## src/rtl/stt_pkg.sv

```systemverilog
// ----------------------------------------------------------------------------
// stt_pkg: shared types and constants of the source text tokenizer
// token kinds, scan modes, keyword table and character class helpers
// ----------------------------------------------------------------------------
`default_nettype none

package stt_pkg;

  localparam int POSITION_BITS = 24;
  localparam int LENGTH_BITS   = 12;
  localparam int INLINE_CHARS  = 8;
  localparam int TEXT_BITS     = 64;
  localparam int KIND_BITS     = 5;
  localparam int KW_COUNT      = 11;
  localparam int FIFO_DEPTH    = 4;
  localparam int FIFO_PTR_W    = $clog2(FIFO_DEPTH);
  localparam int FIFO_CNT_W    = $clog2(FIFO_DEPTH + 1);
  localparam int TDATA_BITS    = 112;

  localparam logic [LENGTH_BITS-1:0] LEN_MAX = '1;

  localparam logic [KIND_BITS-1:0] KIND_END      = 5'd0;
  localparam logic [KIND_BITS-1:0] KIND_NUMBER   = 5'd1;
  localparam logic [KIND_BITS-1:0] KIND_IDENT    = 5'd2;
  localparam logic [KIND_BITS-1:0] KIND_KEYWORD0 = 5'd3;
  localparam logic [KIND_BITS-1:0] KIND_BSLASH   = 5'd14;
  localparam logic [KIND_BITS-1:0] KIND_ARITH    = 5'd15;
  localparam logic [KIND_BITS-1:0] KIND_AMP      = 5'd16;
  localparam logic [KIND_BITS-1:0] KIND_PIPE     = 5'd17;
  localparam logic [KIND_BITS-1:0] KIND_CARET    = 5'd18;
  localparam logic [KIND_BITS-1:0] KIND_DOT      = 5'd19;
  localparam logic [KIND_BITS-1:0] KIND_COLON    = 5'd20;
  localparam logic [KIND_BITS-1:0] KIND_LPAREN   = 5'd21;
  localparam logic [KIND_BITS-1:0] KIND_LBRACK   = 5'd22;
  localparam logic [KIND_BITS-1:0] KIND_LBRACE   = 5'd23;
  localparam logic [KIND_BITS-1:0] KIND_RPAREN   = 5'd24;
  localparam logic [KIND_BITS-1:0] KIND_RBRACK   = 5'd25;
  localparam logic [KIND_BITS-1:0] KIND_RBRACE   = 5'd26;
  localparam logic [KIND_BITS-1:0] KIND_BANG     = 5'd27;
  localparam logic [KIND_BITS-1:0] KIND_EQUAL    = 5'd28;
  localparam logic [KIND_BITS-1:0] KIND_LESS     = 5'd29;
  localparam logic [KIND_BITS-1:0] KIND_GREATER  = 5'd30;
  localparam logic [KIND_BITS-1:0] KIND_INVALID  = 5'd31;

  // keywords packed first character in the low byte, so the literals read reversed
  localparam logic [TEXT_BITS-1:0] KW_TEXT [KW_COUNT] = '{
    64'("fi"), 64'("tel"), 64'("tes"), 64'("dne"), 64'("esu"), 64'("esle"),
    64'("mune"), 64'("tsnoc"), 64'("egnar"), 64'("ssalc"), 64'("tcurts")
  };
  localparam logic [3:0] KW_LEN [KW_COUNT] = '{
    4'd2, 4'd3, 4'd3, 4'd3, 4'd3, 4'd4, 4'd4, 4'd5, 4'd5, 4'd5, 4'd6
  };

  typedef enum logic [1:0] {
    MODE_IDLE,
    MODE_NUMBER,
    MODE_IDENT
  } mode_t;

  typedef struct packed {
    mode_t                    mode;
    logic [POSITION_BITS-1:0] pos;
    logic [POSITION_BITS-1:0] start;
    logic [LENGTH_BITS-1:0]   len;
    logic                     ovf;
    logic [TEXT_BITS-1:0]     text;
  } scan_t;

  typedef struct packed {
    logic [KIND_BITS-1:0]     kind;
    logic [POSITION_BITS-1:0] start;
    logic [LENGTH_BITS-1:0]   len;
    logic                     sat;
    logic [TEXT_BITS-1:0]     text;
    logic                     last;
  } tok_t;

  function automatic logic [KIND_BITS-1:0] single_kind(input logic [7:0] c);
    logic [KIND_BITS-1:0] k;
    case (c)
      8'h5c:                      k = KIND_BSLASH;
      8'h2b, 8'h2d, 8'h2a, 8'h2f: k = KIND_ARITH;
      8'h26:                      k = KIND_AMP;
      8'h7c:                      k = KIND_PIPE;
      8'h5e:                      k = KIND_CARET;
      8'h2e:                      k = KIND_DOT;
      8'h3a:                      k = KIND_COLON;
      8'h28:                      k = KIND_LPAREN;
      8'h5b:                      k = KIND_LBRACK;
      8'h7b:                      k = KIND_LBRACE;
      8'h29:                      k = KIND_RPAREN;
      8'h5d:                      k = KIND_RBRACK;
      8'h7d:                      k = KIND_RBRACE;
      8'h21:                      k = KIND_BANG;
      8'h3d:                      k = KIND_EQUAL;
      8'h3c:                      k = KIND_LESS;
      8'h3e:                      k = KIND_GREATER;
      default:                    k = KIND_END;
    endcase
    return k;
  endfunction

  function automatic logic [KIND_BITS-1:0] kw_kind(input logic [LENGTH_BITS-1:0] len,
                                                   input logic [TEXT_BITS-1:0] text,
                                                   input logic ovf);
    logic [KIND_BITS-1:0] k;
    k = KIND_IDENT;
    if (!ovf) begin
      for (int i = 0; i < KW_COUNT; i++) begin
        if (len == LENGTH_BITS'(KW_LEN[i]) && text == KW_TEXT[i]) begin
          k = KIND_BITS'(int'(KIND_KEYWORD0) + i);
        end
      end
    end
    return k;
  endfunction

endpackage

`default_nettype wire

```

## src/rtl/stt_step.sv

```systemverilog
// ----------------------------------------------------------------------------
// stt_step: one-byte scan step
// from the scan state and one byte, forms the next state and up to two tokens
// ----------------------------------------------------------------------------
`default_nettype none

module stt_step (
  input  stt_pkg::scan_t cur,
  input  logic [7:0]     char_code,
  input  logic           end_marker,
  output stt_pkg::scan_t nxt,
  output stt_pkg::tok_t  res0,
  output stt_pkg::tok_t  res1,
  output logic [1:0]     res_cnt
);
  import stt_pkg::*;

  always_comb begin
    logic                 is_dig;
    logic                 is_let;
    logic                 is_ws;
    logic                 cont;
    logic                 do_flush;
    logic                 new_v;
    logic [KIND_BITS-1:0] sk;
    tok_t                 flush_tok;
    tok_t                 new_tok;
    scan_t                cleared;

    is_dig = char_code inside {[8'h30:8'h39]};
    is_let = char_code inside {[8'h41:8'h5a], [8'h61:8'h7a]};
    is_ws  = char_code inside {8'h20, 8'h09, 8'h0d, 8'h0a};
    sk     = single_kind(char_code);
    cont   = (cur.mode == MODE_NUMBER && is_dig) ||
             (cur.mode == MODE_IDENT && (is_let || is_dig));

    flush_tok.kind  = (cur.mode == MODE_NUMBER) ? KIND_NUMBER
                                                 : kw_kind(cur.len, cur.text, cur.ovf);
    flush_tok.start = cur.start;
    flush_tok.len   = cur.len;
    flush_tok.sat   = cur.ovf;
    flush_tok.text  = cur.text;
    flush_tok.last  = 1'b0;

    new_tok.kind  = KIND_INVALID;
    new_tok.start = cur.pos;
    new_tok.len   = LENGTH_BITS'(1);
    new_tok.sat   = 1'b0;
    new_tok.text  = TEXT_BITS'(char_code);
    new_tok.last  = 1'b1;

    cleared       = '0;
    cleared.mode  = MODE_IDLE;
    cleared.pos   = cur.pos + POSITION_BITS'(1);

    nxt      = cur;
    do_flush = 1'b0;
    new_v    = 1'b0;

    if (end_marker) begin
      do_flush      = (cur.mode != MODE_IDLE);
      new_v         = 1'b1;
      new_tok.kind  = KIND_END;
      new_tok.len   = '0;
      new_tok.text  = '0;
      nxt           = '0;
      nxt.mode      = MODE_IDLE;
    end else if (cont) begin
      for (int i = 0; i < INLINE_CHARS; i++) begin
        if (cur.len == LENGTH_BITS'(i)) begin
          nxt.text[8*i +: 8] = char_code;
        end
      end
      if (cur.len == LEN_MAX) begin
        nxt.ovf = 1'b1;
      end else begin
        nxt.len = cur.len + LENGTH_BITS'(1);
      end
      nxt.pos = cur.pos + POSITION_BITS'(1);
    end else begin
      do_flush = (cur.mode != MODE_IDLE);
      nxt      = cleared;
      if (is_ws) begin
        new_v = 1'b0;
      end else if (sk != KIND_END) begin
        new_v        = 1'b1;
        new_tok.kind = sk;
      end else if (is_dig || is_let) begin
        nxt.mode  = is_dig ? MODE_NUMBER : MODE_IDENT;
        nxt.start = cur.pos;
        nxt.len   = LENGTH_BITS'(1);
        nxt.text  = TEXT_BITS'(char_code);
      end else begin
        new_v = 1'b1;
      end
    end

    // flushed run always goes out ahead of the token this byte makes
    if (do_flush) begin
      res0      = flush_tok;
      res0.last = !new_v;
      res1      = new_tok;
      res_cnt   = new_v ? 2'd2 : 2'd1;
    end else begin
      res0    = new_tok;
      res1    = new_tok;
      res_cnt = new_v ? 2'd1 : 2'd0;
    end
  end

endmodule

`default_nettype wire

```

## src/rtl/stt_out_fifo.sv

```systemverilog
// ----------------------------------------------------------------------------
// stt_out_fifo: token result queue
// small register queue taking up to two tokens a cycle and giving one
// ----------------------------------------------------------------------------
`default_nettype none

module stt_out_fifo (
  input  logic          clk,
  input  logic          rst_n,
  input  logic          push,
  input  logic [1:0]    push_cnt,
  input  stt_pkg::tok_t d0,
  input  stt_pkg::tok_t d1,
  output logic          room,
  output logic          out_valid,
  input  logic          out_ready,
  output stt_pkg::tok_t out_tok
);
  import stt_pkg::*;

  tok_t                  mem_r [FIFO_DEPTH];
  logic [FIFO_PTR_W-1:0] wr_ptr_r;
  logic [FIFO_PTR_W-1:0] wr_ptr_nxt;
  logic [FIFO_PTR_W-1:0] rd_ptr_r;
  logic [FIFO_PTR_W-1:0] rd_ptr_nxt;
  logic [FIFO_CNT_W-1:0] count_r;
  logic [FIFO_CNT_W-1:0] count_nxt;
  logic [1:0]            n_in;
  logic                  pop;

  assign n_in      = push ? push_cnt : 2'd0;
  assign pop       = out_valid && out_ready;
  assign out_valid = (count_r != '0);
  assign out_tok   = mem_r[rd_ptr_r];
  // two free slots so a double-token request always fits
  assign room      = (count_r <= FIFO_CNT_W'(FIFO_DEPTH - 2));

  assign wr_ptr_nxt = wr_ptr_r + FIFO_PTR_W'(n_in);
  assign rd_ptr_nxt = rd_ptr_r + FIFO_PTR_W'(pop);
  assign count_nxt  = count_r + FIFO_CNT_W'(n_in) - FIFO_CNT_W'(pop);

  always_ff @(posedge clk) begin
    if (!rst_n) begin
      wr_ptr_r <= '0;
      rd_ptr_r <= '0;
      count_r  <= '0;
    end else begin
      wr_ptr_r <= wr_ptr_nxt;
      rd_ptr_r <= rd_ptr_nxt;
      count_r  <= count_nxt;
    end
  end

  always_ff @(posedge clk) begin
    if (n_in != 2'd0) begin
      mem_r[wr_ptr_r] <= d0;
    end
    if (n_in == 2'd2) begin
      mem_r[wr_ptr_r + FIFO_PTR_W'(1)] <= d1;
    end
  end

endmodule

`default_nettype wire

```

## src/rtl/source_text_tokenizer_top.sv

```systemverilog
// ----------------------------------------------------------------------------
// source_text_tokenizer_top: streaming lexical tokenizer
// bytes in, tokens out with kind, position, length and leading text
// ----------------------------------------------------------------------------
// Takes one source byte per cycle while the queue has room: each
// byte is scanned in the cycle it is accepted and its tokens (none, one or two)
// land in a four-entry result queue the next cycle. in_tready drops only while
// fewer than two queue slots are free, so a stalled consumer holds the input
// back; with the consumer ready the queue drains one token per cycle, and a byte
// that ends a pending run and also forms a token puts two tokens in the queue.
// An item with in_tuser set ends the text: it flushes the pending run, emits
// the end token and restarts positions at zero.
`default_nettype none

module source_text_tokenizer_top (
  input  logic         clk,
  input  logic         rst_n,
  input  logic         in_tvalid,
  output logic         in_tready,
  input  logic [7:0]   in_tdata,   // char_code
  input  logic         in_tuser,   // end_marker
  output logic         out_tvalid,
  input  logic         out_tready,
  // token_kind, start_position, token_length, length_saturated, token_text, zero pad
  output logic [stt_pkg::TDATA_BITS-1:0] out_tdata,
  output logic         out_tlast   // last_of_run
);
  import stt_pkg::*;

  scan_t      scan_r;
  scan_t      scan_nxt;
  tok_t       res0;
  tok_t       res1;
  tok_t       head;
  logic [1:0] res_cnt;
  logic       accept;
  logic       room;

  assign accept    = in_tvalid && in_tready;
  assign in_tready = room;

  stt_step u_step (
    .cur        (scan_r),
    .char_code  (in_tdata),
    .end_marker (in_tuser),
    .nxt        (scan_nxt),
    .res0       (res0),
    .res1       (res1),
    .res_cnt    (res_cnt)
  );

  stt_out_fifo u_fifo (
    .clk       (clk),
    .rst_n     (rst_n),
    .push      (accept),
    .push_cnt  (res_cnt),
    .d0        (res0),
    .d1        (res1),
    .room      (room),
    .out_valid (out_tvalid),
    .out_ready (out_tready),
    .out_tok   (head)
  );

  // all-zero state is idle with no pending run
  always_ff @(posedge clk) begin
    if (!rst_n) begin
      scan_r <= '0;
    end else if (accept) begin
      scan_r <= scan_nxt;
    end
  end

  assign out_tdata = {6'd0, head.text, head.sat, head.len, head.start, head.kind};
  assign out_tlast = head.last;

  a_idle_clear: assert property (@(posedge clk) disable iff (!rst_n)
    scan_r.mode == MODE_IDLE |-> scan_r.len == '0 && !scan_r.ovf && scan_r.text == '0)
    else $error("idle scan state holds a pending run");

  a_ovf_len: assert property (@(posedge clk) disable iff (!rst_n)
    scan_r.ovf |-> scan_r.len == LEN_MAX)
    else $error("length overflow flagged below the saturation value");

  a_end_restart: assert property (@(posedge clk) disable iff (!rst_n)
    accept && in_tuser |=> scan_r.pos == '0 && scan_r.mode == MODE_IDLE)
    else $error("end of text did not restart the scanner");

  a_pos_step: assert property (@(posedge clk) disable iff (!rst_n)
    accept && !in_tuser |=> scan_r.pos == $past(scan_r.pos) + POSITION_BITS'(1))
    else $error("byte position did not advance by one");

endmodule

`default_nettype wire

```

## config.mk

```make
export PLATFORM = sky130hd
export DESIGN_NAME = source_text_tokenizer_top
export DESIGN_NICKNAME = d
export VERILOG_FILES = /design/src/rtl/stt_pkg.sv /design/src/rtl/stt_step.sv /design/src/rtl/stt_out_fifo.sv /design/src/rtl/source_text_tokenizer_top.sv
export SDC_FILE = /design/constraint.sdc
export NUM_CORES = 1
export LEC_CHECK = 0
export BUFFER_PORTS_ARGS = -buffer_cell sky130_fd_sc_hd__clkbuf_2
export CAP_MARGIN = 20
export CELL_PAD_IN_SITES_DETAIL_PLACEMENT = 1
export CELL_PAD_IN_SITES_GLOBAL_PLACEMENT = 2
export CORE_MARGIN = 3
export CORE_UTILIZATION = 44
export CTS_CLUSTER_SIZE = 30
export DETAILED_ROUTE_END_ITERATION = 12
export MAX_ROUTING_LAYER = met4
export PLACE_DENSITY_LB_ADDON = 0.25
export SLEW_MARGIN = 20
export SYNTH_ARGS = -nofsm -noshare
export SYNTH_HDL_FRONTEND = slang
export SYNTH_HIERARCHICAL = 1
export SYNTH_SLANG_ARGS = --single-unit
```

## constraint.sdc

```tcl
create_clock -name clk -period 12.2 [get_ports clk]
set_input_delay 3.66 -clock clk [delete_from_list [all_inputs] [get_ports clk]]
set_output_delay 3.66 -clock clk [all_outputs]
set_load 0.03 [all_outputs]
```

======== Yosys cells after proc, flatten, opt, wreduce, memory -nomap -nowiden ========
Memory sizes are Yosys's and may differ from the RTL's. A register that Yosys moved wholly into a read port is not among the register bits.
Cells that the tools add are included.
W data, S select, Z words.
operators by class
  add/sub/neg operators ................... 7
  $lt $le $gt $ge ......................... 7
  eq/ne operators ......................... 57
  muxes and demuxes ....................... 61
  reduce and logical (&&, ||, !) cells .... 40
operators by type and width
  kind                     number
  $eq A64 B23 Y1 const B   4
  $eq A64 B39 Y1 const B   3
  $eq A64 B31 Y1 const B   2
  $mux W64                 2
  $mux W127                1
  $eq A8 B6 Y1 const B     14
  $mux W36                 3
  $mux W107                1
  $pmux W5 S17             1
  $mux W8                  10
  $mux W77                 1
  $eq A64 B15 Y1 const B   1
  $eq A64 B47 Y1 const B   1
  $eq A8 B7 Y1 const B     7
  $eq A12 B3 Y1 const B    4
  $mux W5                  6
  $ne A3 B3 Y1 const B     10
  $add A24 B1 Y24 const B  1
  $eq A12 B2 Y1 const B    2
  $eq A8 B4 Y1 const B     3
  $mux W24                 1
  $mux W4                  6
  $reduce_and A2 Y1        11
  $logic_and A1 B1 Y1      18
  other kinds (28)         59
word-level totals
  register bits ........................... 134
  bits in writable memories ............... 428
  output and inout port bits .............. 115
  word-level logic and storage cells ...... 189
  memories kept ........................... 1
memory list
  memory        words  width  rd ports  clocked after memory_dff  write ports  line                RTL
  u_fifo.mem_r  4      107    1         1                         2            stt_out_fifo.sv:21  tok_t mem_r [FIFO_DEPTH];

======== Longest topological paths before layout ========
Gate-level depths: netlist (run 1).
  word-level depth ........................ 16
  depth in mapped cells ................... 17

======== Cells and area by module ========
Netlist (run 1), hierarchy kept.
modules (own cells, without submodules)
  module                     times used  cells each  area each (µm²)  sequential area each (µm²)
  stt_out_fifo               1           1089        21069.0          12992.5
  stt_step                   1           823         5258.8           0.0
  source_text_tokenizer_top  1           586         4901.0           2542.4

======== Worst setup path after synthesis (run 1) ========
Ideal clock, no wire load.
  kind .................................... input -> register
  start point ............................. input in_tuser
  end point ............................... memory u_fifo/mem_r[1][0] in the netlist's numbering, enable pin
  setup time .............................. 0.574 ns
  arrival time ............................ 10.358 ns
  required time ........................... 11.626 ns
  path slack .............................. 1.269 ns
  stages .................................. 12
  path buffers ............................ 4
  cells stage by stage .................... clkbuf_1 inv_1 o2111a_1 a31o_2 nor2_1 buf_4 buf_2 ha_1 clkbuf_1 mux2_2 nand2_1 nor2_1
RTL lines
  item             line                             RTL
  start, declared  source_text_tokenizer_top.sv:21  input logic in_tuser,
  end, declared    stt_out_fifo.sv:21

==> results.yml, run 1 <==
run_status:
  status: "completed"
final_layout:
  area_delta_synth_final_pct: 8.66
  drive_above_1_share_pct: 32.9
  fin_nets: 2503
  finalInstanceArea_sq_um: 33900
critical_path:
  path_max_fanout: 43
  critPathKind: "in2reg"
  crit_path_start_kind: "input port"
  worst_ep_arrival_time_ps: 8960
  critPathCaptureType: "flip-flop"
  cp.required_ps: 12450
clocking:
  post_cts_buffers: 0
  postCtsHoldBufs: 0
  clock-root-buffer: "clkbuf_16"
  htreeDepth: 2
  clkTransAtPathRegs_ps: 60
  cts_tree: "built"
  clock_path_buffers: 3
  numCtsBuffers: 61
  clk_latency_ps: 630
  cts.sinks: 562
  cts_resized: 0
floorplan:
  rows: 97
  die_w_um: 272
  start_util_pct: 44.5
  ios: 128
  die_area_sq_um: 74200
  chipHeight_um: 272
  core_sq_um: 70100
grt:
  grt_overflow: 0
  antenna_found_initial: 6
  grt_pass1_vias: 21700
  grt_max_degree: 107
  groute.usage.overall_pct: 23.6
  grt_first_pass_wirelength_mm: 133
pwr:
  powerDensity_nw_per_um2: 164
  p_int_uw: 3760
  p_comb_share_pct: 24.8
  ir_worst_vdd_mv: 0.242
  power.leakage_uw: 0.0122
  swShare_pct: 32.5
  pwr-share-seq_pct: 41.0
  p_clk_share_pct: 34.2
  power_switching_uw: 1810
synth:
  synth_edf_count: 428
  synth_cell_types: 83
  ys_ff_latch: 562
  synth-main-ff-cell: "edfxtp_1"
  ys_seq_area_share_pct: 49.7
  synthTopCellsByArea: "edfxtp_1 (41%), mux2_2 (15%), dfxtp_1 (8.6%)"
  synth-warning-count: 6
  synth_top_area_share_pct: 41.2
  synthCells: 2498
  synth_common_cells: "edfxtp_1 (428), mux2_2 (422), nand2_1 (177), nand4_1 (153), nor2_1 (141)"
  yosysTopAreaCell: "edfxtp_1"
  yosysMostFrequentCell: "edfxtp_1"
  async_flop_share_pct: 0
  synth_area_per_cell_sq_um: 12.5
  syn_area_sq_um: 31200
placement:
  portBuffers: 121
  dpl.hpwl_mm: 49.7
  placed_area_sq_um: 31800
  gp_congestion: 0.858
hold_path:
  hold_path_class: "reg2reg"
timing:
  setup_viol: 0
  fin_crit_sh_pct: 71.4
  finClkSkew_ps: 22.5
  relSlewSlack_pct: 25.0
  fmax_ghz: 0.115
  tightest_slew_ps: 1120
  finalHoldViolations: 0
  fin_crit_ps: 8710
  slew_viol_final: 0
  finalSetupTns_ps: 0
  rsz0062_at_grt: "no"
drt:
  wl_met3_mm: 3.52
  wl_met2_mm: 42.4
  dr.pass1.iters: 5
  route.detailed.drc: 0
  avgViaCountPerCell: 5.89
  antenna_left: 0
  routed_wl_mm: 86.3
  routedWlPerCell_um: 24.8
  num_vias: 20500
  routed.top_layer: "met4"
  drt_iter0_drc: 1439
  met1_length_mm: 38.9
flow_run:
  max_cap_viol_count: 0
[flip-flops by register name (all words and copies together), names as in the netlist]
name / flops
u_fifo/mem_r: 428
u_fifo/wr_ptr_r: 2
u_fifo/rd_ptr_r: 2
u_fifo/count_r: 3
scan_r: 127
[cells in the final DEF, fill, tap and decap left out, types with 17 or more instances in the layout]
cell,synthesis,final
mux2_2,422,422
a22o_1,24,24
edfxtp_1,428,428
nand4_1,153,153
a21oi_1,35,34
nor2_1,141,138
xnor2_1,17,17
nand3_1,23,23
nand2_1,177,177
dfxtp_1,134,132
mux2i_1,41,41
mux2_4,30,30
inv_1,23,23
clkbuf_2,0,119
and2_1,75,74
mux4_2,107,107
o21ai_1,134,134
clkbuf_16,0,61
buf_4,123,27
conb_1,3,75
[final timing paths]
kind,start,endpoint,slack (ps),depth (start not counted)
setup / recovery,in_tuser,u_fifo/mem_r[3][19],3490,12
hold / removal,scan_r[95],scan_r[95],470,2
setup reg to reg,u_fifo/count_r[1],u_fifo/mem_r[2][71],6750,9
hold reg to reg,scan_r[95],scan_r[95],470,2
[power by group through the flow]
stage                     clock network [uW]  registers [uW]  logic [uW]
after floorplan                            0            2290        1040
after global placement                     0            2320        1390
after detailed placement                   0            2330        1400
after CTS                               1950            2290        1400
after global routing                    2030            2300        1460
final                                   1910            2280        1380
[kinds of logic (layout without fill, tap and decap cells)]
family                     after synthesis  after routing  share of synthesized area (%)
muxes                                  600            600                           25.7
adders and majority gates               11             11                          0.465
xor gates and xnor gates                33             33                          0.925
DFF                                    562            562                           49.7
buffers and inverters                  331            292                           6.06
other                                    3             82                         0.0361
AOI/OAI and AO/OA                      254            254                           4.96
and+or+nand+nor                        704            704                           12.1
[worst max-delay path: stages]
cell and delay (ps):
clkbuf_2 80, buf_4 390, inv_1 370, o2111a_1 310, a31o_2 230, buf_4 290, nor2_4 920, ha_1 550
mux2_2 300, nand2_1 130, nor2_4 870, buf_4 740
[area by class of cell]
type	count	area [sq um]
Fill cell	7192	36200
Sequential cell	562	15500
Multi-Input combinational cell	1677	14200
Clock buffer	69	1560
Tap cell	940	1180
Timing Repair Buffer	152	917
Clock inverter	46	478
Inverter	25	93.8
Antenna cell	7	17.5
[metal layers]
layer	GRT usage (%)	up-vias
met3	3.16	108
li1	-	9309
met5	-	-
met2	39.2	421
met4	5.01	0
met1	31.0	10600
[per-stage QoR]
| stage | hold WS (ps) | cells | worst slack, ps | power [uW] | util [%] |
|---|---|---|---|---|---|
| detailed placement | 459 | 3354 | 2880 | 3720 | 45.4 |
| floorplan | 427 | 2570 | 1270 | 3330 | - |
| finish | 467 | 3478 | 3490 | 5570 | 48.4 |
| CTS | 468 | 3469 | 3560 | 5640 | 48.3 |
| global route | 484 | 3478 | 3290 | 5790 | 48.4 |
| global placement | 445 | 3354 | 3010 | 3700 | 45.4 |
No activity file was read; power rests on OpenSTA's default activity.
==> run 2, diff against run 1 <==
Clock period 12.2 ns to 8.2 ns, I/O delays scaled along.
==> run 2 against run 1 <==
Against the previous run: first-iteration DRC count up 2.4%; critical path depth is 1 lower; worst hold slack got worse by 2.1 ps; worst setup slack got worse by 1500 ps; non-clock buffer count grew 2; sequential share of layout area is 0.17 points lower; utilization is 0.18 points higher; final area up 0.38%; largest power group unchanged; critical endpoint is now u_fifo/mem_r[3][39]; clock skew grew 2.6 ps; die area stayed put.
==> results.yml, run 2 (synthesis results as in run 1) <==
run_status:
  status: "completed"
pwr:
  power.leakage_uw: 0.0122
  ir_worst_vdd_mv: 0.195
  powerDensity_nw_per_um2: 242
clocking:
  cts_tree: "built"
  clock_path_buffers: 3
  clock-root-buffer: "clkbuf_16"
  numCtsBuffers: 66
  clkTransAtPathRegs_ps: 60
  htreeDepth: 3
  clk_latency_ps: 610
  cts.sinks: 562
  cts_resized: 0
  post_cts_buffers: 0
  postCtsHoldBufs: 0
placement:
  placed_area_sq_um: 32000
  pre_cts_slack_ps: 1470
  gp_congestion: 0.848
  portBuffers: 121
  dpl.hpwl_mm: 49.4
drt:
  avgViaCountPerCell: 5.88
  route.detailed.drc: 0
  routedWlPerCell_um: 24.6
  antenna_left: 0
  dr.pass1.iters: 5
  drt_iter0_drc: 1473
  num_vias: 20500
  routed_wl_mm: 85.6
critical_path:
  worst_ep_arrival_time_ps: 6540
  crit_path_start_kind: "input port"
  path_max_fanout: 53
  cp.required_ps: 8560
  critPathCaptureType: "flip-flop"
  critPathKind: "in2reg"
timing:
  fin_crit_ps: 6180
  fmax_ghz: 0.162
  tightest_slew_ps: 1130
  finalHoldViolations: 0
  fin_crit_sh_pct: 75.4
  finalSetupTns_ps: 0
  slew_viol_final: 0
  relSlewSlack_pct: 24.9
  rsz0062_at_grt: "no"
  fin_hold_ws_ps: 464
  finClkSkew_ps: 25.1
  setup_viol: 0
  postLayoutSetupSlackWorst_ps: 2020
final_layout:
  top_register: "u_fifo/mem_r"
  area_delta_synth_final_pct: 9.07
  largest_reg_flops: 428
  finalInstanceArea_sq_um: 34100
  fin_nets: 2510
  utilization_pct: 48.6
  final_cell_mix: "edfxtp_1 (428), mux2_2 (422), nand2_1 (177)"
  final_common_cell: "edfxtp_1"
  drive_above_1_share_pct: 32.8
  largestRegisters: "u_fifo/mem_r: 428 flops, scan_r: 127 flops, u_fifo/count_r: 3 flops"
floorplan:
  chipHeight_um: 272
  die_area_sq_um: 74200
  core_sq_um: 70100
  rows: 97
  start_util_pct: 44.5
  ios: 128
  die_w_um: 272
grt:
  grt_max_degree: 134
  grt_overflow: 0
  antenna_found_initial: 5
  grt_pass1_vias: 21900
  groute.usage.overall_pct: 23.8
  grt_first_pass_wirelength_mm: 134
flow_run:
  max_cap_viol_count: 0
hold_path:
  hold_path_class: "reg2reg"
[run 2: layout make-up]
cell class              count  area, sq um
diodes                      5         12.5
clock buffers              98         1920
clock inverters            22          119
fillers                  7274        36100
inverters                  25         93.8
multi-input cells        1677        14200
flip-flops and latches    562        15500
well taps                 940         1180
repair buffers            154         1050
[run 2: routing by layer]
| metal | global-route usage [%] | part of all wire (%) | vias up |
|---|---|---|---|
| li1 | - | - | 9318 |
| met1 | 31.6 | 45 | 10700 |
| met2 | 38.9 | 49 | 398 |
| met3 | 3.11 | 4.3 | 93 |
| met4 | 5.65 | 1.5 | 0 |
| met5 | - | 0 | - |
[run 2: per-stage QoR]
stage	cells	power [uW]
finish	3483	8250
global route	3483	8600
CTS	3478	8380
detailed placement	3358	5550
global placement	3358	5530
floorplan	2570	4960
[run 2: worst paths after layout]
kind | start | endpoint | slack [ps] | depth (start not counted)
max | in_tdata[3] | u_fifo/mem_r[3][39] | 2020 | 11
max reg2reg | scan_r[125] | u_fifo/mem_r[3][39] | 4190 | 10
min reg2reg | scan_r[88] | scan_r[88] | 460 | 2
min | scan_r[88] | scan_r[88] | 460 | 2
[run 2: critical path, cell delays in order]
cell,delay [ps]
clkbuf_2,210
inv_1,480
a31oi_1,350
a31o_2,350
nor2_4,140
buf_4,320
ha_1,320
nand2_2,180
or4_4,910
buf_12,380
mux2_2,340
[run 2: report_power, final]
group | switching, uW | leakage (uW) | internal [uW] | total [uW]
Clock | 1180 | 0.000993 | 1620 | 2800
Combinational | 1370 | 0.00606 | 667 | 2030
Sequential | 127 | 0.00519 | 3290 | 3420
Total | 2670 | 0.0122 | 5580 | 8250
